## config.mk

```make
export PLATFORM = sky130hd
export DESIGN_NAME = rbpa_cmd_fifo
export DESIGN_NICKNAME = d
export VERILOG_FILES = /design/src/rtl/core/rbpa_pkg.sv /design/src/rtl/core/rbpa_cmd_fifo.sv
export SDC_FILE = /design/constraint.sdc
export NUM_CORES = 1
export LEC_CHECK = 0
export BUFFER_PORTS_ARGS = -buffer_cell sky130_fd_sc_hd__buf_2
export CAP_MARGIN = 20
export CORE_MARGIN = 4
export CORE_UTILIZATION = 47
export DETAILED_ROUTE_END_ITERATION = 6
export PLACE_DENSITY = 0.76
export SYNTH_ARGS = -nofsm -noshare
export SYNTH_HDL_FRONTEND = slang
export SYNTH_SLANG_ARGS = --single-unit
export TNS_END_PERCENT = 100
```

## constraint.sdc

```tcl
create_clock -name clk -period 7.15 [get_ports clk]
set_clock_uncertainty 0.15 [all_clocks]
set_input_delay 0.3575 -clock clk [delete_from_list [all_inputs] [get_ports clk]]
set_output_delay 0.3575 -clock clk [all_outputs]
set_load 0.02 [all_outputs]
```

## src/rtl/core/rbpa_pkg.sv

```systemverilog
// Shared types and constants for the region bump page allocator.
// Used by every module of the block; depends on nothing else.
package rbpa_pkg;

    localparam int ADDR_W      = 64;
    localparam int PAGES_W     = 52;
    localparam int MAX_REGIONS = 64;
    localparam int PAGE_BYTES  = 4096;
    localparam int PAGE_SHIFT  = $clog2(PAGE_BYTES);

    // Region count needs to hold MAX_REGIONS itself; a table index does not.
    localparam int CNT_W = $clog2(MAX_REGIONS + 1);
    localparam int IDX_W = (MAX_REGIONS > 1) ? $clog2(MAX_REGIONS) : 1;

    localparam logic [ADDR_W-1:0] PREF_LOW_RESET = ADDR_W'(64'h0000_0000_0100_0000);

    localparam int CFG_IDX_W = 2;
    localparam logic [CFG_IDX_W-1:0] CFG_VIRTUAL_OFFSET = CFG_IDX_W'(0);
    localparam logic [CFG_IDX_W-1:0] CFG_PREFERRED_LOW  = CFG_IDX_W'(1);

    localparam int QUEUE_DEPTH = 2;
    localparam int QPTR_W      = (QUEUE_DEPTH > 1) ? $clog2(QUEUE_DEPTH) : 1;
    localparam int QCNT_W      = $clog2(QUEUE_DEPTH + 1);

    typedef enum logic [1:0] {
        CMD_STORE  = 2'd0,
        CMD_REJECT = 2'd1,
        CMD_ALLOC  = 2'd2
    } cmd_op_t;

    // One classified item on its way from the front to the back.
    typedef struct packed {
        cmd_op_t              op;
        logic                 close;
        logic [IDX_W-1:0]     index;
        logic [ADDR_W-1:0]    base;
        logic [PAGES_W-1:0]   pages;
        logic                 usable;
    } cmd_t;

    typedef struct packed {
        logic [ADDR_W-1:0]  base;
        logic [PAGES_W-1:0] pages;
        logic               usable;
    } entry_t;

endpackage

```

## src/rtl/core/rbpa_cmd_fifo.sv

```systemverilog
// Short command queue between the front end and the back end.
// Depends on rbpa_pkg for the command type and the queue depth.
module rbpa_cmd_fifo
    import rbpa_pkg::*;
(
    input  logic clk,
    input  logic rst_n,
    input  logic push,
    input  cmd_t push_cmd,
    output logic full,
    input  logic pop,
    output logic pop_valid,
    output cmd_t pop_cmd
);

    cmd_t              slot_reg [QUEUE_DEPTH];
    logic [QPTR_W-1:0] wr_ptr_reg;
    logic [QPTR_W-1:0] rd_ptr_reg;
    logic [QCNT_W-1:0] count_reg;
    logic              do_push;
    logic              do_pop;

    assign full      = (count_reg == QCNT_W'(QUEUE_DEPTH));
    assign pop_valid = (count_reg != '0);
    assign pop_cmd   = slot_reg[rd_ptr_reg];
    assign do_push   = push && !full;
    assign do_pop    = pop && pop_valid;

    always_ff @(posedge clk)
    begin
        if (do_push)
        begin
            slot_reg[wr_ptr_reg] <= push_cmd;
        end
    end

    always_ff @(posedge clk or negedge rst_n)
    begin
        if (!rst_n)
        begin
            wr_ptr_reg <= '0;
            rd_ptr_reg <= '0;
            count_reg  <= '0;
        end
        else
        begin
            if (do_push)
            begin
                wr_ptr_reg <= (wr_ptr_reg == QPTR_W'(QUEUE_DEPTH - 1)) ? '0
                              : wr_ptr_reg + QPTR_W'(1);
            end
            if (do_pop)
            begin
                rd_ptr_reg <= (rd_ptr_reg == QPTR_W'(QUEUE_DEPTH - 1)) ? '0
                              : rd_ptr_reg + QPTR_W'(1);
            end
            if (do_push && !do_pop)
            begin
                count_reg <= count_reg + QCNT_W'(1);
            end
            else if (do_pop && !do_push)
            begin
                count_reg <= count_reg - QCNT_W'(1);
            end
        end
    end

endmodule

```

==> metrics.log, run 1 <==
INFO  metric post-place-cells = a little over 900
INFO  metric cts_max_path_buffers = 3
INFO  metric tightestPinTransition = around 1100 ps
INFO  metric die_boundary_height = roughly 150 µm
INFO  metric post_cts_hold_buffer_count = between 100 and 150
INFO  metric fillCellCount = roughly 1300
INFO  metric maxCapViolations = 0
INFO  metric cp.required = approximately 6600 ps
INFO  metric grt_setup_unrepaired = no
INFO  metric clockPowerShare = between 20% and 30%
INFO  metric syn_nets = ~540
INFO  metric max-slew-margin-rel = between 20% and 30%
INFO  metric synth.distinct_cells = 15
INFO  metric worst_hold_slack = 54.63 ps
INFO  metric clock.fmax = approximately 290 MHz
INFO  metric clock_sink_count = 256
INFO  metric chip_width = around 150 µm
INFO  metric most_frequent_cells_in_the_layout = 257 x buf_2, 252 x edfxtp_1, 128 x dlygate4sd3_1, 96 x mux2_2, 30 x mux2_4
INFO  metric layout.core_utilization = 66.68%
INFO  metric synth_largest_type_area_fraction = 80.52%
INFO  metric core = just under 0.02 mm²
INFO  metric timing.critical_path.slowest_cell_delay = 1090 ps
INFO  metric cts_inserted_buffers = 26
INFO  metric finalSetupTns = 0 ps
INFO  metric worstPathCellList = buf_4 > mux2_2 > buf_2
INFO  metric worst_setup_path_start_kind = register
INFO  metric mappedNetlistArea = ~0.0094 mm²
INFO  metric post_synth_main_area_contributors = edfxtp_1 81%, mux2_2 12%, mux2_4 4.8%
INFO  metric initial_antenna_violation_count = 1
INFO  metric power.total = slightly above 5 mW
INFO  metric flip_flop_count_of_the_largest_register_all_copies_and_words_added = about 250
INFO  metric mostFrequentLayoutCell = buf_2
INFO  metric finalInstanceArea = between 0.01 and 0.015 mm²
INFO  metric floorplan.rows = roughly 50
INFO  metric first_global_vias = between 5000 and 6000
INFO  metric clock_tree_from_tritoncts = built
INFO  metric die_area = between 0.02 and 0.025 mm²
INFO  metric syn_inst = 411
INFO  metric via_count = 5253
INFO  metric postCtsSetupRepairBufs = 0
INFO  metric net-switching-power = roughly 1.7 mW
INFO  metric power.share.sequential = between 40 and 50%
INFO  metric fin_cells = 1099
INFO  metric synthToLayoutAreaGrowth = 39.00%
INFO  metric pre_cts_slack = around 4100 ps
INFO  metric post-route-min-period = between 3000 and 4000 ps
INFO  metric starting_utilization_of_the_core_area = 47.97%
INFO  metric dr.pass1.iters = 4
INFO  metric yosysSeqAreaShare = 81.59%
INFO  metric synthesis.area_per_instance = 22.87 µm²
INFO  metric power_frac_comb = approximately 32%
INFO  metric global_route.overflow_total = 0
INFO  metric crit_path_end_kind = output port
INFO  metric root_buffer = clkbuf_16
INFO  metric hold_viol = 0
INFO  metric post_route_cells_drive_above_1_share = a little over 50%
INFO  metric result_of_the_run = complete, no violations
INFO  metric route.detailed.vias_per_inst = approximately 4.8
INFO  metric peakVddDrop = between 0.0002 and 0.00025 V
INFO  metric grt_first_pass_wirelength = 31.17 mm
INFO  metric io_pins = ~260
INFO  metric setup_viol = 0
INFO  metric route.final.wire_length = between 20 and 25 mm
INFO  metric pin_count_of_the_biggest_net_entering_global_routing = 81
INFO  metric route.detailed.wl_per_inst = around 18 µm
INFO  metric p_int = roughly 3.5 mW
INFO  metric timing.critical_path.fanout_max = 80
INFO  metric cellLeakagePower = approximately 5.0 nW
INFO  metric min_period_over_period = 48.98%
INFO  metric drtIter0Drc = 223
INFO  metric timing.hold.worst.class = primary input to async pin
INFO  metric groute.usage.overall = around 18%
INFO  metric place_hpwl = 12.27 mm
INFO  metric sw_frac_of_total = between 30 and 40%
INFO  metric yosys_register_bits = ~260
INFO  metric crit_path_top_delay_cell = dfrtp_4
INFO  metric post_route_antenna_net_violation_count = 0
INFO  metric clock_latency_late_sink = 510 ps
INFO  metric yosys.area.top_type = edfxtp_1
INFO  metric slew_viol_final = 0
INFO  metric power.density_cell_area = just under 400 mW/mm²
INFO  metric drc = 0
INFO  metric final_critical_path_setup_slack = ~3600 ps
INFO  metric post_cts.resized_instances = 0
INFO  metric gp_congestion = 0.7321
INFO  metric numPortBuffers = about 260
INFO  metric cp.arrival = 2990 ps
INFO  metric post_dp_cell_area = about 0.011 mm²
INFO  metric synth-warning-count = 0
INFO  metric class_of_the_most_critical_setup_path = register to output port
INFO  metric cts.reportedPaths.clkPinSlew = 60 ps
INFO  metric layout_nets = roughly 950
INFO  metric ctsHtreeMaxLevel = 1
[critical path, delay by kind of cell, from the launching register on]
family | cells | cell delay, ps
mux | 1 | 420
buf+inv | 2 | 900
flops | 1 | 1090
[synth_stat cells (all sizes together)]
master and instances:
buf 14, and3 1, nand2b 1, nor2 2
dfrtp 4, xor2 2, mux2 126, edfxtp 252
nand2 2, xnor2 3, inv 2, or2 1
ha 1
[routing by layer]
metal	wire, µm	track usage, %	vias up	share of wire [%]
met5	0	0	-	0
met4	698	5.492	0	3.5
met3	1476	4.923	52	7.3
met2	10450	31.72	213	52
met1	7607	20.49	2546	38
li1	-	-	2442	-
[layout make-up]
cell class                 instances  area [µm²]  share of cell area (%)
clock inverter                    18       135.1                   1.034
sequential                       256        7671                   58.73
timing repair buffer             389        2597                   19.89
tap                              265       331.6                   2.538
clock buffer                      29       683.2                   5.230
inverter                           2       7.507                 0.05747
multi-input combinational        139        1634                   12.51
antenna                            1       2.502                 0.01916
[cell families (layout without fill, tap and decap cells)]
logic type,count (synthesis),count (layout),share of synthesized area [%]
xor+xnor,5,5,0.4661
fa+ha+maj,1,1,0.1331
buf+inv,16,438,1.158
flops,256,256,81.59
mux,126,126,16.30
other cells,0,1,0
simple gates,7,7,0.3597
[power by group through the flow]
stage / logic [mW] / clock network (mW) / registers, mW
after global placement: 1.59 / 0 / 2.24
final: 1.66 / 1.28 / 2.23
after floorplan: 1.22 / 0 / 2.19
after global routing: 1.77 / 1.38 / 2.27
after detailed placement: 1.62 / 0 / 2.26
after CTS: 1.68 / 1.31 / 2.23
[final timing paths]
check / start / end / slack [ps] / depth (start not counted)
max: rd_ptr_reg$_DFFE_PN0P_ / pop_cmd[6] / 3650 / 3
min: rst_n / wr_ptr_reg$_DFFE_PN0N_ / 50 / 2
max reg2reg: count_reg[0]$_DFFE_PN0P_ / slot_reg[0][8]$_DFFE_PP_ / 4290 / 5
min reg2reg: count_reg[1]$_DFFE_PN0P_ / count_reg[1]$_DFFE_PN0P_ / 360 / 1
max in group asynchronous: rst_n / rd_ptr_reg$_DFFE_PN0P_ / 6660 / 2
min in group clk: push / wr_ptr_reg$_DFFE_PN0N_ / 60 / 3
(Power assumes the default switching activity.)
==> run 2: changes to the inputs <==
--- a/config.mk
+++ b/config.mk
@@ -8,9 +8,9 @@
 export BUFFER_PORTS_ARGS = -buffer_cell sky130_fd_sc_hd__buf_2
 export CAP_MARGIN = 20
 export CORE_MARGIN = 4
-export CORE_UTILIZATION = 47
+export CORE_UTILIZATION = 52
 export DETAILED_ROUTE_END_ITERATION = 6
-export PLACE_DENSITY = 0.76
+export PLACE_DENSITY = 0.79
 export SYNTH_ARGS = -nofsm -noshare
 export SYNTH_HDL_FRONTEND = slang
 export SYNTH_SLANG_ARGS = --single-unit
==> constraint.sdc (replaced) <==
create_clock -name clk -period 3.62 [get_ports clk]
set_clock_uncertainty 0.15 [all_clocks]
set_input_delay 0.181 -clock clk [delete_from_list [all_inputs] [get_ports clk]]
set_output_delay 0.181 -clock clk [all_outputs]
set_load 0.02 [all_outputs]
==> metrics.log, run 2 (synthesis gave the netlist of run 1 again) <==
INFO  metric place_hpwl = 12.37 mm (+0.87%)
INFO  metric io_pins = 258 (unchanged)
INFO  metric die_boundary_height = 142.4 µm (-4.7%)
INFO  metric flip_flop_count_of_the_largest_register_all_copies_and_words_added = 252 (unchanged)
INFO  metric setup_viol = 0 (unchanged)
INFO  metric power.density_cell_area = 776.1 mW/mm² (+96%)
INFO  metric drtIter0Drc = 259 (+16%)
INFO  metric fillCellCount = 972 (-26%)
INFO  metric via_count = 5434 (+3.4%)
INFO  metric timing.critical_path.slowest_cell_delay = 830 ps (-260 ps)
INFO  metric worst_setup_path_start_kind = register
INFO  metric result_of_the_run = complete, no violations
INFO  metric timing.critical_path.fanout_max = 37 (-54%)
INFO  metric maxCapViolations = 0 (unchanged)
INFO  metric starting_utilization_of_the_core_area = 53.77% (+5.8 points)
INFO  metric clock_sink_count = 256 (unchanged)
INFO  metric hold_viol = 0 (unchanged)
INFO  metric core = 0.01748 mm² (-11%)
INFO  metric synthToLayoutAreaGrowth = 38.18%
INFO  metric critPathBufInv = 2 (unchanged)
INFO  metric dr.pass1.iters = 4 (unchanged)
INFO  metric mostFrequentLayoutCell = buf_2
INFO  metric groute.usage.overall = 20.41% (+2.8 points)
INFO  metric grt_first_pass_wirelength = 32.11 mm (+3.0%)
INFO  metric gp_congestion = 0.7550 (+3.1%)
INFO  metric power.share.sequential = 43.1% (about the same)
INFO  metric post_route_cells_drive_above_1_share = 50.84% (-0.78 points)
INFO  metric worstPathCellList = buf_4 > mux2_2 > buf_2
INFO  metric sw_frac_of_total = 32.97% (+0.89 points)
INFO  metric postCtsSetupRepairBufs = 0 (unchanged)
INFO  metric timing.hold.worst.class = primary input to register
INFO  metric slew_viol_final = 0 (unchanged)
INFO  metric pin_count_of_the_biggest_net_entering_global_routing = 77 (-4.9%)
INFO  metric ff_to_ff_start = count_reg[0]$_DFFE_PN0P_
INFO  metric tightestPinTransition = 674.3 ps (-435.7 ps)
INFO  metric chip_width = 142.4 µm (-4.7%)
INFO  metric finalSetupTns = 0 ps (unchanged)
INFO  metric post_route_antenna_net_violation_count = 0 (unchanged)
INFO  metric cts_inserted_buffers = 25 (-3.8%)
INFO  metric root_buffer = clkbuf_16
INFO  metric power.total = 10.08 mW (+95%)
INFO  metric initial_antenna_violation_count = 0 (-1)
INFO  metric cp.arrival = 2450 ps (-540 ps)
INFO  metric route.final.wire_length = 21.28 mm (+5.2%)
INFO  metric layout.core_utilization = 74.31% (+7.6 points)
INFO  metric cp.required = 3290 ps (-3350 ps)
INFO  metric clock.fmax = 359.7 MHz
INFO  metric ctsHtreeMaxLevel = 1 (unchanged)
INFO  metric power_frac_comb = 34.2% (+2.1 points)
INFO  metric crit_path_top_delay_cell = dfrtp_4
INFO  metric route.detailed.vias_per_inst = 5.112 (+6.9%)
INFO  metric crit_path_end_kind = output port
INFO  metric min_period_over_period = 76.79%
INFO  metric route.detailed.wl_per_inst = 20.02 µm (+8.7%)
INFO  metric worst_hold_slack = 239.7 ps (+185.1 ps)
INFO  metric cts.reportedPaths.clkPinSlew = 60 ps (about the same)
INFO  metric pre_cts_slack = 1355 ps (-2726 ps)
INFO  metric class_of_the_most_critical_setup_path = register to output port
INFO  metric post-route-min-period = 2780 ps
INFO  metric floorplan.rows = 48 (-5.9%)
INFO  metric max-slew-margin-rel = 55.04% (+29 points)
INFO  metric clock_latency_late_sink = 510 ps (about the same)
INFO  metric cellLeakagePower = 5.019 nW (-0.45%)
INFO  metric global_route.overflow_total = 0 (unchanged)
INFO  metric cp_top_family = flip-flops
INFO  metric timing.hold.worst.start = push_cmd[104]
INFO  metric most_frequent_cells_in_the_layout = 257 x buf_2, 252 x edfxtp_1, 130 x dlygate4sd3_1, 96 x mux2_2, 30 x mux2_4
INFO  metric final_critical_path_setup_slack = 840.1 ps (-2808 ps)
INFO  metric post_cts.resized_instances = 0 (unchanged)
INFO  metric clock_tree_from_tritoncts = built
INFO  metric timing.critical_path.from = rd_ptr_reg$_DFFE_PN0P_
INFO  metric numPortBuffers = 257 (unchanged)
INFO  metric layout_nets = 948 (+0.32%)
INFO  metric drc = 0 (unchanged)
INFO  metric cts_max_path_buffers = 3 (unchanged)
INFO  metric first_global_vias = 6000 (+2.2%)
INFO  metric p_int = 6.755 mW (+92%)
INFO  metric grt_setup_unrepaired = no
INFO  metric die_area = 0.02029 mm² (-9.1%)
INFO  metric peakVddDrop = 0.0005936 V (+150%)
INFO  metric net-switching-power = 3.323 mW (+100%)
INFO  metric clockPowerShare = 22.8% (-2.0 points)
run 2: changes by cell type in the layout (fill, tap and decap cells not counted):
cell	delta
buf_4	-1
clkinv_1	+2
diode_2	+1
inv_6	+1
dlygate4sd3_1	+2
buf_12	+3
bufinv_16	-2
clkinv_2	-3
clkbuf_1	+4
clkinvlp_4	-1
clkbuf_16	-2
run 2: layout make-up:
cell class,count,area (µm²),share of cell area [%]
sequential,256,7671,59.07
timing repair buffer,393,2670,20.56
multi-input combinational,139,1634,12.58
clock buffer,31,648.1,4.991
tap,225,281.5,2.168
clock inverter,15,68.82,0.5299
inverter,2,7.507,0.05781
antenna,2,5.005,0.03854
run 2: routing by layer:
metal	part of all wire (%)	global-route usage [%]
met2	54	37.96
met4	1.8	5.453
met5	0	0
met1	36	23.84
met3	7.8	4.637
run 2: worst paths after layout:
check,slack (ps),depth (start not counted),to
worst min-delay path,240,2,slot_reg[0][104]$_DFFE_PP_
worst max-delay path,840,3,pop_cmd[49]
min in group asynchronous,470,3,rd_ptr_reg$_DFFE_PN0P_
max in group asynchronous,2640,3,rd_ptr_reg$_DFFE_PN0P_
worst min register to register,360,1,count_reg[1]$_DFFE_PN0P_
worst max register to register,1360,4,slot_reg[0][85]$_DFFE_PP_
run 2: power groups by stage:
stage / Clock [mW] / Combinational (mW) / Sequential, mW
2_1_floorplan: 0 / 2.42 / 4.25
5_1_grt: 2.49 / 3.64 / 4.39
6_report: 2.29 / 3.44 / 4.34
3_5_place_dp: 0 / 3.31 / 4.39
3_3_place_gp: 0 / 3.25 / 4.34
4_1_cts: 2.32 / 3.44 / 4.33
run 2: what timing repair did:
| action | in CTS | in global routing |
|---|---|---|
| setup endpoints to repair | 0 | 0 |
| endpoints found under the hold margin | 259 | 0 |
| hold buffers | 130 | 0 |
run 2: per-stage QoR:
step,area (µm²),cells
2_1_floorplan,9407,411
3_3_place_gp,10960,885
3_5_place_dp,10960,885
4_1_cts,12980,1061
5_1_grt,12980,1061
6_report,12990,1063
run 2: worst reg2reg max path: cells and delay by family (launching register included):
family | cells | cell delay, ps
DFF | 1 | 400
buffers and inverters | 1 | 420
and+or+nand+nor | 3 | 840
