File: src/rtl/core/rbpa_pkg.sv
// Shared types and constants for the region bump page allocator.
// Used by every module of the block; depends on nothing else.
package rbpa_pkg;

    localparam int ADDR_W      = 64;
    localparam int PAGES_W     = 52;
    localparam int MAX_REGIONS = 64;
    localparam int PAGE_BYTES  = 4096;
    localparam int PAGE_SHIFT  = $clog2(PAGE_BYTES);

    // Region count needs to hold MAX_REGIONS itself; a table index does not.
    localparam int CNT_W = $clog2(MAX_REGIONS + 1);
    localparam int IDX_W = (MAX_REGIONS > 1) ? $clog2(MAX_REGIONS) : 1;

    localparam logic [ADDR_W-1:0] PREF_LOW_RESET = ADDR_W'(64'h0000_0000_0100_0000);

    localparam int CFG_IDX_W = 2;
    localparam logic [CFG_IDX_W-1:0] CFG_VIRTUAL_OFFSET = CFG_IDX_W'(0);
    localparam logic [CFG_IDX_W-1:0] CFG_PREFERRED_LOW  = CFG_IDX_W'(1);

    localparam int QUEUE_DEPTH = 2;
    localparam int QPTR_W      = (QUEUE_DEPTH > 1) ? $clog2(QUEUE_DEPTH) : 1;
    localparam int QCNT_W      = $clog2(QUEUE_DEPTH + 1);

    typedef enum logic [1:0] {
        CMD_STORE  = 2'd0,
        CMD_REJECT = 2'd1,
        CMD_ALLOC  = 2'd2
    } cmd_op_t;

    // One classified item on its way from the front to the back.
    typedef struct packed {
        cmd_op_t              op;
        logic                 close;
        logic [IDX_W-1:0]     index;
        logic [ADDR_W-1:0]    base;
        logic [PAGES_W-1:0]   pages;
        logic                 usable;
    } cmd_t;

    typedef struct packed {
        logic [ADDR_W-1:0]  base;
        logic [PAGES_W-1:0] pages;
        logic               usable;
    } entry_t;

endpackage

File: src/rtl/core/rbpa_front.sv
// Front end: accepts items, tracks the map fill state and classifies items.
// Depends on rbpa_pkg; feeds rbpa_cmd_fifo.
module rbpa_front
    import rbpa_pkg::*;
(
    input  logic               clk,
    input  logic               rst_n,
    input  logic               in_valid,
    output logic               in_ready,
    input  logic               kind,
    input  logic [ADDR_W-1:0]  region_base,
    input  logic [PAGES_W-1:0] region_pages,
    input  logic               region_usable,
    input  logic               last_region,
    input  logic [PAGES_W-1:0] alloc_pages,
    input  logic               q_full,
    output logic               q_push,
    output cmd_t               q_cmd,
    output logic [CNT_W-1:0]   region_count
);

    logic [CNT_W-1:0] region_count_reg;
    logic [CNT_W-1:0] region_count_next;
    logic             map_complete_reg;
    logic             map_complete_next;

    assign in_ready     = !q_full;
    assign q_push       = in_valid && !q_full;
    assign region_count = region_count_reg;

    always_comb
    begin
        region_count_next = region_count_reg;
        map_complete_next = map_complete_reg;
        q_cmd.op     = CMD_REJECT;
        q_cmd.close  = 1'b0;
        q_cmd.index  = region_count_reg[IDX_W-1:0];
        q_cmd.base   = region_base;
        q_cmd.pages  = region_pages;
        q_cmd.usable = region_usable;
        if (kind)
        begin
            q_cmd.pages = alloc_pages;
            if (map_complete_reg)
            begin
                q_cmd.op = CMD_ALLOC;
            end
        end
        else if (!map_complete_reg)
        begin
            // A full table drops the entry, but a last mark still closes the map.
            if (region_count_reg < CNT_W'(MAX_REGIONS))
            begin
                q_cmd.op          = CMD_STORE;
                region_count_next = region_count_reg + CNT_W'(1);
            end
            q_cmd.close       = last_region;
            map_complete_next = last_region;
        end
    end

    always_ff @(posedge clk or negedge rst_n)
    begin
        if (!rst_n)
        begin
            region_count_reg <= '0;
            map_complete_reg <= 1'b0;
        end
        else if (q_push)
        begin
            region_count_reg <= region_count_next;
            map_complete_reg <= map_complete_next;
        end
    end

endmodule

File: config.mk
export PLATFORM = sky130hd
export DESIGN_NAME = rbpa_front
export DESIGN_NICKNAME = d
export VERILOG_FILES = /design/src/rtl/core/rbpa_pkg.sv /design/src/rtl/core/rbpa_front.sv
export SDC_FILE = /design/constraint.sdc
export NUM_CORES = 1
export LEC_CHECK = 0
export BUFFER_PORTS_ARGS = -buffer_cell sky130_fd_sc_hd__buf_2
export CORE_AREA = 2 2 119 121
export DETAILED_ROUTE_END_ITERATION = 10
export DIE_AREA = 0 0 121 123
export GPL_ROUTABILITY_DRIVEN = 0
export PLACE_DENSITY = 0.41
export SLEW_MARGIN = 20
export SYNTH_ARGS = -nofsm -noshare
export SYNTH_HDL_FRONTEND = slang
export SYNTH_SLANG_ARGS = --single-unit
File: constraint.sdc
create_clock -name clk -period 1.5 [get_ports clk]
set_input_delay 0.075 -clock clk [delete_from_list [all_inputs] [get_ports clk]]
set_output_delay 0.075 -clock clk [all_outputs]
set_load 0.03 [all_outputs]
==> impl_table.tex, run 1 <==
\begin{tabular}{lr}
\hline
Metric & Value \\
\hline
\multicolumn{2}{l}{\textbf{Power}} \\
\quad Pint & 975 uW \\
\quad Leakage power of the design & 1.19 nW \\
\quad Fraction of power consumed by combinational cells & 0.561 \\
\quad Net switching fraction of the power & 0.440 \\
\quad Sw Pwr & 765 uW \\
\quad Part of the power in registers & 0.182 \\
\quad PD cells & 783 nW/um2 \\
\quad Final Power & 1.74 mW \\
\quad Max VDD drop & 0.354 mV \\
\quad Part of the total power dissipated in the clock network & 0.257 \\
\multicolumn{2}{l}{\textbf{Cells and area}} \\
\quad Highest-count cells in the layout ignoring fill and taps & sky130\_fd\_sc\_hd\_\_buf\_2 (179), sky130\_fd\_sc\_hd\_\_mux2\_2 (53), sky130\_fd\_sc\_hd\_\_dfrtp\_1 (8), sky130\_fd\_sc\_hd\_\_xor2\_1 (4) \\
\quad Utilization after layout & 0.163 \\
\quad Max reg flops & 7 \\
\quad Footprint of the multi-input gates & 776 um2 \\
\quad Number of diodes added for antenna fixing & 0 \\
\quad FF+latch area & 200 um2 \\
\quad Final instance count without filler cells & 453 \\
\quad Fraction of final layout cells with drive strength greater than 1 & 0.886 \\
\quad Growth of design area from synthesis to finish & 43.3\% \\
\quad Final cell area excluding filler cells & 2220 um2 \\
\quad Most common cell after layout, fill and taps aside & sky130\_fd\_sc\_hd\_\_buf\_2 \\
\quad Final net count & 451 \\
\quad Total of fill cells in the finished design & 1546 \\
\multicolumn{2}{l}{\textbf{STA}} \\
\quad Number of endpoints failing setup at the final stage & 0 \\
\quad Relative slew slack & 0.776 \\
\quad Number of slew-limit violations in the final report & 0 \\
\quad Post-route worst hold slack & 0.112 ns \\
\quad Final cycle utilization of the critical path & 0.897 \\
\quad Largest clock skew in the final design & 0.000555 ns \\
\quad Maximum operating frequency & 743 MHz \\
\quad Final hold viol count & 0 \\
\quad RSZ-0062 raised after global routing & no \\
\quad Final setup TNS & 0 ns \\
\quad Measured slew at the worst slew-check pin & 0.333 ns \\
\quad Final critical-path required period & 1.35 ns \\
\quad Final critical-path setup slack & 0.155 ns \\
\multicolumn{2}{l}{\textbf{Worst setup path}} \\
\quad Startpoint class of the critical path & register \\
\quad R2R Path Start & region\_count[6]\$\_DFFE\_PN0P\_ \\
\quad Largest stage delay on the critical path & 0.42 ns \\
\quad Critical-path cell list & or3\_4 -> nor4\_4 -> xor2\_1 \\
\quad Category of the most critical setup path & register to register \\
\quad Worst path required time & 1.65 ns \\
\quad Cell with the biggest individual delay on the critical path & sky130\_fd\_sc\_hd\_\_or3\_4 \\
\quad Maximum fanout along the worst path & 4 \\
\quad Depth of the most critical reg-to-reg path & 3 \\
\quad Sort of element at the end of the critical path & register \\
\quad Arrival time of data at the critical path endpoint & 1.50 ns \\
\quad Worst R2R Setup Slack & 0.15 ns \\
\quad Worst flop-to-flop path endpoint & region\_count[5]\$\_DFFE\_PN0P\_ \\
\multicolumn{2}{l}{\textbf{Place}} \\
\quad Post-DP HPWL & 4690 um \\
\quad Placed cells & 449 \\
\quad Cell Area, Placed & 2140 um2 \\
\quad Count of input and output buffers & 179 \\
\quad Post-place setup slack & 0.155 ns \\
\multicolumn{2}{l}{\textbf{Logic synthesis}} \\
\quad Proportion of synthesized chip area in sequential cells & 0.129 \\
\quad Number of synthesized register bits & 8 \\
\quad Post-Syn Area per Cell & 9.40 um2 \\
\quad Post-synthesis cell count & 165 \\
\quad Yosys warning total & 0 \\
\quad Synthesized area & 1550 um2 \\
\quad Post-synth net total & 341 \\
\quad Library cells used by synthesis & 20 \\
\multicolumn{2}{l}{\textbf{Outcome}} \\
\quad Run status & completed \\
\multicolumn{2}{l}{\textbf{Worst hold path}} \\
\quad Path category of the worst min-delay check & primary input to register \\
\quad Number of cells on the worst hold path & 2 \\
\quad End of the worst hold path & map\_complete\_reg\$\_DFFE\_PN0P\_ \\
\quad Beginning of the worst hold path & last\_region \\
\multicolumn{2}{l}{\textbf{Route}} \\
\quad Met3 wire length & 630 um \\
\quad Number of antenna-violating nets in the routed design & 0 \\
\quad DR WL/cell & 11.7 um \\
\quad Number of vias after detailed routing & 1505 \\
\quad Initial DRC Count & 38 \\
\quad Number of remaining DRC errors & 0 \\
\quad Uppermost layer routed & met4 \\
\quad Final wirelength & 5310 um \\
\quad Vias per std cell & 3.32 \\
\quad Met2 WL & 2400 um \\
\quad Number of detailed-routing iterations run before antenna repair & 3 \\
\quad Met1 routed wirelength after detailed routing & 2200 um \\
\multicolumn{2}{l}{\textbf{Global routing}} \\
\quad Wire length of the first global-routing pass & 7040 um \\
\quad Total congestion overflow after global routing & 0 \\
\quad Total routing usage reported by global routing & 0.0603 \\
\quad Largest net degree at the start of global routing & 46 \\
\quad Initial antenna violation count & 0 \\
\quad Number of global-route vias before repair & 1381 \\
\multicolumn{2}{l}{\textbf{Die}} \\
\quad Die Span X & 121 um \\
\quad Floorplan core area & 13600 um2 \\
\quad Die outline area & 14900 um2 \\
\quad Boundary pin count & 310 \\
\quad Starting Density & 0.114 \\
\quad Row count & 43 \\
\quad Die height & 123 um \\
\multicolumn{2}{l}{\textbf{CTS}} \\
\quad Num Clock Sinks & 8 \\
\quad CTS tree & yes \\
\quad Clock transition at the registers of the reported paths & 0.04 ns \\
\quad H-tree level count & 1 \\
\quad Total CTS buffers & 3 \\
\quad Cell chosen for the clock root & sky130\_fd\_sc\_hd\_\_clkbuf\_16 \\
\quad Number of buffers between clock root and the deepest sink & 2 \\
\quad Post-CTS setup-driven buffer insertion count & 0 \\
\quad Clk Latency, worst-skew pair & 0.23 ns \\
\multicolumn{2}{l}{\textbf{Job}} \\
\quad Number of violations of the max-capacitance limit & 0 \\
\hline
\end{tabular}
what timing repair did:
item                                   CTS  global route
endpoints found under the hold margin    8             0
hold buffers                             1             0
resized for setup                        0             0
cells by family (layout without fill, tap and decap cells):
family / count (synthesis) / after routing / share of synthesized area
simple gates: 16 / 16 / 0.0686
compound gates: 2 / 2 / 0.0105
flops: 8 / 8 / 0.129
xor+xnor: 5 / 5 / 0.0282
fa+ha+maj: 1 / 1 / 0.00807
buf+inv: 80 / 188 / 0.370
mux: 53 / 53 / 0.385
critical path, delay by kind of cell, from the launching register on:
kind / cells / cell delay, ns
xor+xnor: 1 / 0.16
simple gates: 2 / 0.70
flops: 1 / 0.40
synth_stat cells, drive strengths merged:
| cell type | n | area share |
|---|---|---|
| a21o | 1 | 0.0048 |
| or3 | 1 | 0.0073 |
| nor3b | 1 | 0.0048 |
| nor4 | 1 | 0.014 |
| and2 | 1 | 0.0048 |
| mux2 | 53 | 0.38 |
| inv | 3 | 0.0073 |
| xnor2 | 1 | 0.0057 |
| xor2 | 4 | 0.023 |
| a31o | 1 | 0.0057 |
| nor3 | 3 | 0.0097 |
| nand3 | 2 | 0.0065 |
| ha | 1 | 0.0081 |
| and3 | 1 | 0.0040 |
| nor2 | 2 | 0.0048 |
| or2b | 1 | 0.0057 |
| nand2 | 3 | 0.0073 |
| buf | 77 | 0.36 |
| dfrtp | 8 | 0.13 |
per-layer routing:
layer / vias to the layer above / GRT usage
met4: 0 / 0.0182
met2: 112 / 0.0906
met3: 12 / 0.0226
li1: 705 / -
met1: 676 / 0.0801
met5: - / 0
power groups by stage:
stage	combinational, mW	sequential, mW	clock [mW]
detailed placement	0.982	0.325	0
global route	1.04	0.328	0.482
finish	0.976	0.317	0.448
floorplan	0.927	0.384	0
global placement	0.984	0.321	0
CTS	0.987	0.322	0.459
how the worst max path moves through the flow:
stage	start	to	slack, ns	cells past startpoint
final	region_count[6]$_DFFE_PN0P_	region_count[5]$_DFFE_PN0P_	0.15	3
after global routing	region_count[6]$_DFFE_PN0P_	region_count[5]$_DFFE_PN0P_	0.08	3
after CTS	region_count[6]$_DFFE_PN0P_	region_count[5]$_DFFE_PN0P_	0.14	3
after detailed placement	region_count[6]$_DFFE_PN0P_	region_count[5]$_DFFE_PN0P_	0.16	3
after global placement	region_count[6]$_DFFE_PN0P_	region_count[5]$_DFFE_PN0P_	0.18	3
after floorplan	region_count[6]$_DFFE_PN0P_	region_count[5]$_DFFE_PN0P_	0.06	3
cell type report:
| cell class | count | area share |
|---|---|---|
| flip-flops and latches | 8 | 0.0901 |
| inverters | 3 | 0.00507 |
| multi-input cells | 77 | 0.349 |
| well taps | 180 | 0.101 |
| clock buffers | 3 | 0.0338 |
| repair buffers | 182 | 0.420 |
(Power assumes the default switching activity.)
==> run 2, diff against run 1 <==
==> config.mk (replaced) <==
export PLATFORM = sky130hd
export DESIGN_NAME = rbpa_front
export DESIGN_NICKNAME = d
export VERILOG_FILES = /design/src/rtl/core/rbpa_pkg.sv /design/src/rtl/core/rbpa_front.sv
export SDC_FILE = /design/constraint.sdc
export NUM_CORES = 1
export LEC_CHECK = 0
export CORE_AREA = 2 2 120 122
export DETAILED_ROUTE_END_ITERATION = 10
export DIE_AREA = 0 0 122 124
export DONT_BUFFER_PORTS = 1
export GPL_ROUTABILITY_DRIVEN = 0
export PLACE_DENSITY = 0.3
export SLEW_MARGIN = 20
export SYNTH_ARGS = -nofsm -noshare
export SYNTH_HDL_FRONTEND = slang
export SYNTH_SLANG_ARGS = --single-unit
==> constraint.sdc (replaced) <==
create_clock -name clk -period 1.1 [get_ports clk]
set_input_delay 0.055 -clock clk [delete_from_list [all_inputs] [get_ports clk]]
set_output_delay 0.055 -clock clk [all_outputs]
set_load 0.03 [all_outputs]
==> impl_table.tex, run 2 (synthesis gave the netlist of run 1 again) <==
\begin{tabular}{lr}
\hline
Metric & Value \\
\hline
\multicolumn{2}{l}{\textbf{STA}} \\
\quad Final critical-path required period & 1.23 ns \\
\quad Final cycle utilization of the critical path & 1.12 \\
\quad Final hold viol count & 0 \\
\quad Number of slew-limit violations in the final report & 0 \\
\quad Largest clock skew in the final design & 0.00231 ns \\
\quad Measured slew at the worst slew-check pin & 0.396 ns \\
\quad Final critical-path setup slack & -0.131 ns \\
\quad Maximum operating frequency & 812 MHz \\
\quad Relative slew slack & 0.735 \\
\quad Number of endpoints failing setup at the final stage & 10 \\
\quad RSZ-0062 raised after global routing & yes \\
\multicolumn{2}{l}{\textbf{Cells and area}} \\
\quad Most common cell after layout, fill and taps aside & sky130\_fd\_sc\_hd\_\_mux2\_2 \\
\quad Number of diodes added for antenna fixing & 0 \\
\quad Final instance count without filler cells & 292 \\
\quad Highest-count cells in the layout ignoring fill and taps & sky130\_fd\_sc\_hd\_\_mux2\_2 (53), sky130\_fd\_sc\_hd\_\_buf\_4 (14), sky130\_fd\_sc\_hd\_\_dfrtp\_2 (5), sky130\_fd\_sc\_hd\_\_xor2\_1 (4), sky130\_fd\_sc\_hd\_\_buf\_6 (4) \\
\quad Utilization after layout & 0.112 \\
\quad Final net count & 289 \\
\quad Final cell area excluding filler cells & 1530 um2 \\
\quad Fraction of final layout cells with drive strength greater than 1 & 0.839 \\
\quad Total of fill cells in the finished design & 1571 \\
\quad Footprint of the multi-input gates & 835 um2 \\
\quad FF+latch area & 206 um2 \\
\quad Max reg flops & 7 \\
\quad Growth of design area from synthesis to finish & -1.29\% \\
\multicolumn{2}{l}{\textbf{Die}} \\
\quad Die outline area & 15100 um2 \\
\quad Row count & 43 \\
\quad Boundary pin count & 310 \\
\quad Starting Density & 0.113 \\
\quad Die height & 124 um \\
\quad Floorplan core area & 13700 um2 \\
\quad Die Span X & 122 um \\
\multicolumn{2}{l}{\textbf{Place}} \\
\quad Cell Area, Placed & 1370 um2 \\
\quad Placed cells & 284 \\
\quad Count of input and output buffers & 0 \\
\quad Post-DP HPWL & 3590 um \\
\multicolumn{2}{l}{\textbf{Worst setup path}} \\
\quad Arrival time of data at the critical path endpoint & 1.39 ns \\
\quad Maximum fanout along the worst path & 3 \\
\quad Sort of element at the end of the critical path & register \\
\quad Critical-path cell list & or3\_4 -> nor4\_4 -> xor2\_1 \\
\quad Category of the most critical setup path & register to register \\
\quad Startpoint class of the critical path & register \\
\quad Depth of the most critical reg-to-reg path & 3 \\
\quad Worst R2R Setup Slack & -0.13 ns \\
\quad Worst path required time & 1.26 ns \\
\quad Worst flop-to-flop path endpoint & region\_count[5]\$\_DFFE\_PN0P\_ \\
\quad Largest stage delay on the critical path & 0.43 ns \\
\quad R2R Path Start & map\_complete\_reg\$\_DFFE\_PN0P\_ \\
\quad Cell with the biggest individual delay on the critical path & sky130\_fd\_sc\_hd\_\_dfrtp\_2 \\
\multicolumn{2}{l}{\textbf{Job}} \\
\quad Number of violations of the max-capacitance limit & 0 \\
\multicolumn{2}{l}{\textbf{Power}} \\
\quad Max VDD drop & 0.465 mV \\
\quad Leakage power of the design & 0.583 nW \\
\quad PD cells & 1400 nW/um2 \\
\multicolumn{2}{l}{\textbf{Worst hold path}} \\
\quad Beginning of the worst hold path & kind \\
\quad End of the worst hold path & map\_complete\_reg\$\_DFFE\_PN0P\_ \\
\quad Path category of the worst min-delay check & primary input to register \\
\quad Number of cells on the worst hold path & 2 \\
\multicolumn{2}{l}{\textbf{Outcome}} \\
\quad Run status & finished with violations \\
\quad Violations in the final reports & negative setup slack \\
\multicolumn{2}{l}{\textbf{Global routing}} \\
\quad Initial antenna violation count & 0 \\
\quad Number of global-route vias before repair & 889 \\
\quad Wire length of the first global-routing pass & 4980 um \\
\quad Largest net degree at the start of global routing & 58 \\
\quad Total routing usage reported by global routing & 0.0463 \\
\quad Total congestion overflow after global routing & 0 \\
\multicolumn{2}{l}{\textbf{CTS}} \\
\quad Total CTS buffers & 3 \\
\quad Clk Latency, worst-skew pair & 0.23 ns \\
\quad H-tree level count & 1 \\
\quad Number of buffers between clock root and the deepest sink & 2 \\
\quad Cell chosen for the clock root & sky130\_fd\_sc\_hd\_\_clkbuf\_16 \\
\quad Clock transition at the registers of the reported paths & 0.04 ns \\
\quad CTS tree & yes \\
\quad Num Clock Sinks & 8 \\
\multicolumn{2}{l}{\textbf{Route}} \\
\quad Number of vias after detailed routing & 947 \\
\quad Initial DRC Count & 21 \\
\quad Number of antenna-violating nets in the routed design & 0 \\
\quad Number of detailed-routing iterations run before antenna repair & 4 \\
\quad Final wirelength & 4260 um \\
\quad Vias per std cell & 3.24 \\
\quad Number of remaining DRC errors & 0 \\
\quad DR WL/cell & 14.6 um \\
\hline
\end{tabular}
==> run 2: how the worst max path moves through the flow <==
stage	from	end	slack (ns)	cells past startpoint
3_3_place_gp	map_complete_reg$_DFFE_PN0P_	region_count[5]$_DFFE_PN0P_	-0.08	3
2_1_floorplan	region_count[6]$_DFFE_PN0P_	region_count[5]$_DFFE_PN0P_	-0.12	3
6_report	map_complete_reg$_DFFE_PN0P_	region_count[5]$_DFFE_PN0P_	-0.13	3
5_1_grt	map_complete_reg$_DFFE_PN0P_	region_count[5]$_DFFE_PN0P_	-0.21	3
3_5_place_dp	map_complete_reg$_DFFE_PN0P_	region_count[5]$_DFFE_PN0P_	-0.09	3
4_1_cts	map_complete_reg$_DFFE_PN0P_	q_cmd[124]	-0.18	4
==> run 2: timing repair <==
| action | CTS | global route |
|---|---|---|
| hold endpoints to repair | 9 | 0 |
| hold buffers | 2 | 0 |
| gates resized for setup | 2 | 10 |
| setup buffers | 0 | 2 |
| setup endpoints to repair | 9 | 10 |
| pin swaps | 1 | 4 |
==> run 2: cell type report <==
cell class | instances | share of cell area
Multi-Input combinational cell | 77 | 0.545
Tap cell | 180 | 0.147
Sequential cell | 8 | 0.135
Timing Repair Buffer | 20 | 0.111
Clock buffer | 4 | 0.0515
Inverter | 3 | 0.00981
==> run 2: per-layer routing <==
metal | global-route usage | up-vias | share of wire
met2 | 0.0782 | 124 | 0.50
met3 | 0.0256 | 23 | 0.16
met1 | 0.0432 | 419 | 0.30
li1 | - | 381 | -
met4 | 0.0309 | 0 | 0.039
met5 | 0 | - | 0
==> run 2: critical path: cells and delay by family (launching register included) <==
kind | cells | cell delay [ns]
xor+xnor | 1 | 0.16
simple gates | 2 | 0.57
flops | 1 | 0.43
==> run 2: per-stage QoR <==
stage	setup TNS, ns	power, mW	hold slack (ns)	setup WS, ns
2_1_floorplan	-0.370	1.81	-0.241	-0.118
3_3_place_gp	-0.184	1.49	-0.240	-0.0751
3_5_place_dp	-0.307	1.47	-0.240	-0.0899
4_1_cts	-0.806	2.14	0.0181	-0.177
5_1_grt	-1.38	2.26	0.0288	-0.205
6_report	-0.813	2.15	0.0189	-0.131
==> run 2: where the power goes <==
| part | leakage, nW | switching [mW] | internal (mW) |
|---|---|---|---|
| combinational | 0.450 | 0.740 | 0.356 |
| sequential | 0.0950 | 0.0557 | 0.360 |
| clock | 0.0382 | 0.151 | 0.484 |
==> run 3, diff against run 2 <==
==> constraint.sdc (replaced) <==
create_clock -name clk -period 1.28 [get_ports clk]
set_input_delay 0.064 -clock clk [delete_from_list [all_inputs] [get_ports clk]]
set_output_delay 0.064 -clock clk [all_outputs]
set_load 0.03 [all_outputs]
==> impl_table.tex, run 3 (synthesis gave the netlist of run 1 again) <==
\begin{tabular}{lr}
\hline
Metric & Value \\
\hline
\multicolumn{2}{l}{\textbf{Outcome}} \\
\quad Run status & finished with violations \\
\quad Violations in the final reports & negative setup slack \\
\multicolumn{2}{l}{\textbf{Cells and area}} \\
\quad Growth of design area from synthesis to finish & -5.41\% \\
\quad Max reg flops & 7 \\
\quad Highest-count cells in the layout ignoring fill and taps & sky130\_fd\_sc\_hd\_\_mux2\_2 (53), sky130\_fd\_sc\_hd\_\_buf\_4 (11), sky130\_fd\_sc\_hd\_\_dfrtp\_1 (5), sky130\_fd\_sc\_hd\_\_xor2\_1 (4) \\
\quad Most common cell after layout, fill and taps aside & sky130\_fd\_sc\_hd\_\_mux2\_2 \\
\quad Total of fill cells in the finished design & 1574 \\
\quad Final net count & 285 \\
\quad Fraction of final layout cells with drive strength greater than 1 & 0.766 \\
\quad Final cell area excluding filler cells & 1470 um2 \\
\multicolumn{2}{l}{\textbf{Route}} \\
\quad Number of antenna-violating nets in the routed design & 0 \\
\quad DR WL/cell & 15.6 um \\
\quad Vias per std cell & 3.30 \\
\quad Number of vias after detailed routing & 949 \\
\quad Number of remaining DRC errors & 0 \\
\quad Final wirelength & 4500 um \\
\quad Number of detailed-routing iterations run before antenna repair & 4 \\
\quad Initial DRC Count & 31 \\
\multicolumn{2}{l}{\textbf{Die}} \\
\quad Starting Density & 0.113 \\
\quad Die height & 124 um \\
\quad Die Span X & 122 um \\
\quad Die outline area & 15100 um2 \\
\quad Boundary pin count & 310 \\
\quad Floorplan core area & 13700 um2 \\
\quad Row count & 43 \\
\multicolumn{2}{l}{\textbf{Job}} \\
\quad Number of violations of the max-capacitance limit & 0 \\
\multicolumn{2}{l}{\textbf{STA}} \\
\quad Final cycle utilization of the critical path & 1.02 \\
\quad Final hold viol count & 0 \\
\quad Largest clock skew in the final design & 0.00149 ns \\
\quad Number of endpoints failing setup at the final stage & 1 \\
\quad Final critical-path required period & 1.31 ns \\
\quad Relative slew slack & 0.740 \\
\quad RSZ-0062 raised after global routing & yes \\
\quad Final critical-path setup slack & -0.0284 ns \\
\quad Measured slew at the worst slew-check pin & 0.388 ns \\
\quad Post-route worst hold slack & 0.0471 ns \\
\quad Number of slew-limit violations in the final report & 0 \\
\quad Maximum operating frequency & 764 MHz \\
\multicolumn{2}{l}{\textbf{Global routing}} \\
\quad Global route hottest layer & met2 \\
\quad Met2 Resource Use GR & 0.0663 \\
\quad Initial antenna violation count & 1 \\
\quad Total routing usage reported by global routing & 0.0479 \\
\quad Met3 usage in global routing & 0.0275 \\
\quad Global routing usage on met1 & 0.0578 \\
\quad Wire length of the first global-routing pass & 5120 um \\
\quad Number of global-route vias before repair & 830 \\
\quad Total congestion overflow after global routing & 0 \\
\quad Largest net degree at the start of global routing & 58 \\
\multicolumn{2}{l}{\textbf{CTS}} \\
\quad Num Clock Sinks & 8 \\
\quad Number of buffers between clock root and the deepest sink & 2 \\
\quad Clock transition at the registers of the reported paths & 0.04 ns \\
\quad Total CTS buffers & 3 \\
\quad CTS tree & yes \\
\quad Cell chosen for the clock root & sky130\_fd\_sc\_hd\_\_clkbuf\_16 \\
\quad H-tree level count & 1 \\
\quad Post-CTS setup-driven buffer insertion count & 0 \\
\quad Clk Latency, worst-skew pair & 0.23 ns \\
\multicolumn{2}{l}{\textbf{Worst setup path}} \\
\quad Maximum fanout along the worst path & 3 \\
\quad Depth of the most critical reg-to-reg path & 3 \\
\quad Buf+Inv Stages, Crit Path & 0 \\
\quad First element of the critical path & map\_complete\_reg\$\_DFFE\_PN0P\_ \\
\quad Category of the most critical setup path & register to register \\
\quad Cell with the biggest individual delay on the critical path & sky130\_fd\_sc\_hd\_\_or3\_4 \\
\quad Largest stage delay on the critical path & 0.44 ns \\
\quad Number of gates on the worst path with buffers counted & 3 \\
\quad R2R Path Start & map\_complete\_reg\$\_DFFE\_PN0P\_ \\
\quad Startpoint class of the critical path & register \\
\quad Critical-path cell list & or3\_4 -> nor3\_2 -> xor2\_1 \\
\quad Sort of element at the end of the critical path & register \\
\quad Arrival time of data at the critical path endpoint & 1.46 ns \\
\quad Worst path required time & 1.43 ns \\
\quad Kind of cell adding the most delay to the critical path & simple AND/OR/NAND/NOR gates \\
\multicolumn{2}{l}{\textbf{Place}} \\
\quad Post-DP HPWL & 3890 um \\
\quad Cell Area, Placed & 1320 um2 \\
\quad Count of input and output buffers & 0 \\
\multicolumn{2}{l}{\textbf{Power}} \\
\quad Pint & 974 uW \\
\quad Fraction of power consumed by combinational cells & 0.510 \\
\quad Max VDD drop & 0.292 mV \\
\quad Sw Pwr & 799 uW \\
\quad Leakage power of the design & 0.552 nW \\
\quad PD cells & 1210 nW/um2 \\
\quad Net switching fraction of the power & 0.451 \\
\quad Part of the power in registers & 0.197 \\
\quad Part of the total power dissipated in the clock network & 0.293 \\
\multicolumn{2}{l}{\textbf{Worst hold path}} \\
\quad Path category of the worst min-delay check & primary input to register \\
\quad Beginning of the worst hold path & kind \\
\quad Number of cells on the worst hold path & 2 \\
\hline
\end{tabular}
==> run 3: routing by layer <==
layer / vias to the layer above / wire (um)
met2: 120 / 2080
met3: 18 / 656
met1: 435 / 1620
li1: 376 / -
met4: 0 / 143
met5: - / 0
==> run 3: power by group through the flow <==
stage          registers, mW  logic, mW  clock network (mW)
6_report               0.348      0.904               0.520
5_1_grt                0.355      0.947               0.546
4_1_cts                0.348      0.904               0.530
3_5_place_dp           0.350      0.893                   0
3_3_place_gp           0.349      0.896                   0
2_1_floorplan          0.452       1.09                   0
==> run 3: worst paths after layout <==
kind                       slack [ns]                           end
hold / removal                   0.05  map_complete_reg$_DFFE_PN0P_
max in group asynchronous        0.79   region_count[6]$_DFFE_PN0P_
setup reg to reg                -0.03   region_count[4]$_DFFE_PN0P_
min in group asynchronous        0.19   region_count[4]$_DFFE_PN0P_
hold reg to reg                  0.51   region_count[5]$_DFFE_PN0P_
setup / recovery                -0.03   region_count[4]$_DFFE_PN0P_
==> run 3: per-stage QoR <==
stage	setup TNS, ns	setup slack (ns)	total power [mW]	std cells	util
detailed placement	-0.0243	-0.0243	1.24	282	0.0962
global placement	-0.0217	-0.0217	1.25	282	0.0962
finish	-0.0284	-0.0284	1.77	288	0.107
global route	-0.150	-0.0849	1.85	287	0.107
floorplan	-0.00462	-0.00246	1.54	165	-
CTS	-0.0203	-0.0203	1.78	287	0.104
==> run 3: final cells by class <==
cell class                 instances  area (um2)  area share
clock buffer                       3        75.1      0.0512
tap                              180         225       0.154
timing repair buffer              16         136      0.0930
antenna                            1        2.50     0.00171
sequential                         8         204       0.139
inverter                           3        11.3     0.00768
multi-input combinational         77         812       0.554
==> run 3: what timing repair did <==
action	CTS	global route
pin swaps	0	5
gates resized for setup	1	11
endpoints found under the hold margin	9	0
hold buffers	2	0
setup endpoints to repair	2	4
